[config.mk]
export PLATFORM = sky130hd
export DESIGN_NAME = ibm_scan_unit
export DESIGN_NICKNAME = d
export VERILOG_FILES = /design/src/rtl/ibm_pkg.sv /design/src/rtl/ibm_scan_unit.sv
export SDC_FILE = /design/constraint.sdc
export NUM_CORES = 1
export LEC_CHECK = 0
export ABC_CLOCK_PERIOD_IN_PS = 7300
export BUFFER_PORTS_ARGS = -buffer_cell sky130_fd_sc_hd__buf_4
export CAP_MARGIN = 10
export CORE_MARGIN = 1.5
export CORE_UTILIZATION = 30
export DETAILED_ROUTE_END_ITERATION = 8
export PLACE_DENSITY_LB_ADDON = 0.12
export SLEW_MARGIN = 20
export SYNTH_ARGS = -nofsm -noshare
export SYNTH_HDL_FRONTEND = slang
export SYNTH_SLANG_ARGS = --single-unit
[constraint.sdc]
create_clock -name vclk -period 7.3
set_input_delay 0.365 -clock vclk [all_inputs]
set_output_delay 0.365 -clock vclk [all_outputs]
set_load 0.005 [all_outputs]
[src/rtl/ibm_pkg.sv]
// Shared types, codes and default sizes for the inode bitmap allocator.
`timescale 1ns / 1ps

package ibm_pkg;

	localparam int unsigned FIELD_W         = 14;
	localparam int unsigned MAP_BITS_DEF    = 8192;
	localparam int unsigned WORD_BITS_DEF   = 32;
	localparam int unsigned NUM_ENTRIES_RST = 8192;

	typedef logic [FIELD_W-1:0] field_t;

	typedef enum logic [1:0] {
		ST_OK      = 2'd0,
		ST_FULL    = 2'd1,
		ST_RANGE   = 2'd2,
		ST_ALREADY = 2'd3
	} status_t;

	typedef enum logic {
		MODE_ALLOC = 1'b0,
		MODE_FREE  = 1'b1
	} mode_t;

	typedef struct packed {
		mode_t  mode;
		field_t number;
	} req_t;

	typedef struct packed {
		status_t status;
		field_t  number_out;
		field_t  free_count;
	} rsp_t;

endpackage

[src/rtl/ibm_scan_unit.sv]
// Word evaluator of the scan: finds the lowest free bit of one map word below a limit.
`timescale 1ns / 1ps

module ibm_scan_unit #(
	parameter int unsigned WORD_BITS = ibm_pkg::WORD_BITS_DEF
) (
	input  logic [WORD_BITS-1:0]                     word,
	input  logic [ibm_pkg::FIELD_W:0]                rem,
	output logic                                     found,
	output logic [$clog2(WORD_BITS)-1:0]             idx,
	output logic [WORD_BITS-1:0]                     word_set
);
	import ibm_pkg::*;

	localparam int unsigned BIT_W  = $clog2(WORD_BITS);
	localparam int unsigned BASE_W = FIELD_W + 1;

	logic [WORD_BITS-1:0] in_range;
	logic [WORD_BITS-1:0] cand;
	logic [WORD_BITS-1:0] low;

	// Bits at or above the entry limit count as used.
	always_comb begin
		for (int k = 0; k < WORD_BITS; k++) begin
			in_range[k] = (rem > BASE_W'(k));
		end
	end

	assign cand     = ~word & in_range;
	assign low      = cand & (~cand + WORD_BITS'(1));
	assign found    = |cand;
	assign word_set = word | low;

	// The isolated bit is one-hot, so an OR of the positions encodes it.
	always_comb begin
		idx = '0;
		for (int k = 0; k < WORD_BITS; k++) begin
			if (low[k]) begin
				idx = idx | BIT_W'(k);
			end
		end
	end

endmodule

==> flow_metrics.py <==
metrics = {
    "run_status": {
        "status": "finished clean",
    },
    "pwr": {
        "power_density_mw_per_mm2": 43.6,
        "vdd_drop_max_mv": 0.0198,
        "p_leak_nw": 0.947,
        "fin_total_pwr_mw": 0.0980,
    },
    "layout": {
        "register_area_um2": 0,
        "multiInputGateArea_mm2": 0.00150,
        "nFillCells": 573,
        "design.seq.count": 0,
        "layout.nets": 376,
        "post-route-util": 0.443,
        "clock_buffers": 0,
        "area_growth_pct": 42.5,
        "diodes": 0,
        "drive_gt1_frac": 0.318,
        "final_cells": 397,
    },
    "synth": {
        "synth_top_family_by_area": "simple AND/OR/NAND/NOR gates",
        "synth_xor_area_frac": 0,
        "post-synth-top-count-cell": "nand2_1",
        "synth_top_area_share": 0.0737,
        "syn-instance-count": 255,
        "syn_area_per_cell_um2": 6.19,
        "ys_types": 59,
        "synth_nets": 302,
        "yosysTopAreaCell": "nand2_1",
        "ys_seq_area_frac": 0,
        "synth_fa_ha_area_frac": 0,
        "ys_top_cells_by_area": "nand2_1 7.4%, nor2_1 6.4%, a21oi_1 6.3%",
        "synth_compound_area_frac": 0.432,
        "yosys_warnings": 0,
        "synthSimpleGateAreaFrac": 0.517,
        "netlist_area_mm2": 0.00158,
        "synthMuxAreaShare": 0,
        "ys_top_cells_by_count": "31 x nand2_1, 27 x nor2_1, 20 x a21oi_1",
    },
    "placement": {
        "place_hpwl_um": 5340,
        "io_buffers": 85,
        "dp.cells": 397,
        "globalplace.congestion": 0.882,
    },
    "route": {
        "vias": 2374,
        "via_per_inst": 5.98,
        "post_drt_wl_per_cell_um": 16.7,
        "post-route-drc-count": 0,
        "routed_wl_um": 6620,
        "drt_iter0_markers": 239,
        "route.antenna.remaining_nets": 0,
        "dr.pass1.iters": 5,
    },
    "min_path": {
        "min_to": "word_set[6]",
        "worstHoldStart": "word[6]",
        "min_delay_path_depth": 3,
        "hp-class": "in2out",
    },
    "worst_setup_path": {
        "endpoint_kind": "output pin",
        "setup.worst_path.class": "in2out",
        "startpoint": "rem[9]",
        "crit_fanout": 17,
        "timing.critical_path.arrival_ns": 4.08,
        "critPathRequiredTime_ns": 6.93,
        "critPathLaunchType": "primary input",
    },
    "sta": {
        "min_period_ns": 4.44,
        "fmax_ghz": 0.225,
        "worst_slew_pin_slew_ns": 0.611,
        "fin_tns_setup_ns": 0,
        "grt_setup_unrepaired": "false",
        "relSlewSlack": 0.589,
        "finalHoldViolations": 0,
        "slew_viol_final": 0,
        "final.period_utilization": 0.608,
        "setup_violations": 0,
    },
    "global_routing": {
        "grt_pass1_vias": 2100,
        "grt_pass1_wl_um": 10200,
        "grt.total_usage": 0.225,
        "grt_max_degree": 19,
        "antenna_found_initial": 0,
        "grt_remaining_overflow": 0,
    },
    "die": {
        "dieArea_mm2": 0.00571,
        "core-area_mm2": 0.00507,
        "ioPinCount": 85,
        "fp.dieH_um": 75.6,
        "fp-row-count": 26,
        "fp.dieW_um": 75.6,
        "initial_core_util": 0.311,
    },
    "clocking": {
        "cts_hold_buffers": 0,
        "post_cts_buffers": 0,
        "ctsResizeCount": 0,
    },
    "job": {
        "max-cap-violations": 0,
    },
}
-- metrics by stage --
step | area, µm² | worst slack [ns] | hold WS, ns
after CTS | 2250 | 2.90 | 0.996
after global routing | 2250 | 2.56 | 1.01
after floorplan | 1580 | 4.24 | 0.803
after global placement | 2250 | 3.02 | 0.985
final | 2250 | 2.86 | 0.995
after detailed placement | 2250 | 2.89 | 0.995
-- per-layer routing --
layer / vias up / global-route usage / part of all wire
met2: 112 / 0.401 / 0.47
met5: - / 0 / 0
met3: 6 / 0.00397 / 0.070
li1: 1139 / - / -
met1: 1117 / 0.316 / 0.45
met4: 0 / 0.0179 / 0.0079
-- cells by family after synthesis --
logic type	Yosys count
AND/OR/NAND/NOR	139
AO/OA/AOI/OAI	96
buffers and inverters	20
-- cell usage in the layout, fill, tap and decap left out, drive strengths merged, types with 4 or more instances in the layout --
cell	instances
buf	85
nand2	31
nor2	27
a21oi	20
o21ai	12
a21o	10
nand2b	9
nand3	9
and2	7
inv	7
o21bai	7
nor3	7
nand4	6
nor4	6
and3	5
or2	5
nor2b	5
nand4b	4
a31oi	4
a21boi	4
-- how the worst max path moves through the flow --
stage	slack, ns	cells past startpoint	end
2_1_floorplan	4.24	8	idx[4]
5_1_grt	2.56	10	idx[3]
3_5_place_dp	2.89	10	idx[4]
6_report	2.86	10	idx[3]
4_1_cts	2.90	10	idx[4]
3_3_place_gp	3.02	10	idx[3]
-- where the power goes --
group	internal, mW	switching (mW)	leakage [nW]
sequential	0	0	0
clock	0	0	0
combinational	0.0479	0.0501	0.947
total	0.0479	0.0501	0.947
-- cell type report --
type,instances,area share
well taps,70,0.0389
multi-input cells,235,0.666
repair buffers,85,0.284
inverters,7,0.0117
-- critical path, cell delays in order --
cell and delay, ns:
buf_4 0.12, nor4_1 0.56, and3_1 0.64, a21oi_1 0.26, nor3_4 0.42, nand4_1 0.53, nor2b_1 0.65, a32o_1 0.30
nand3b_1 0.11, buf_4 0.11
No activity file was read; power rests on OpenSTA's default activity.
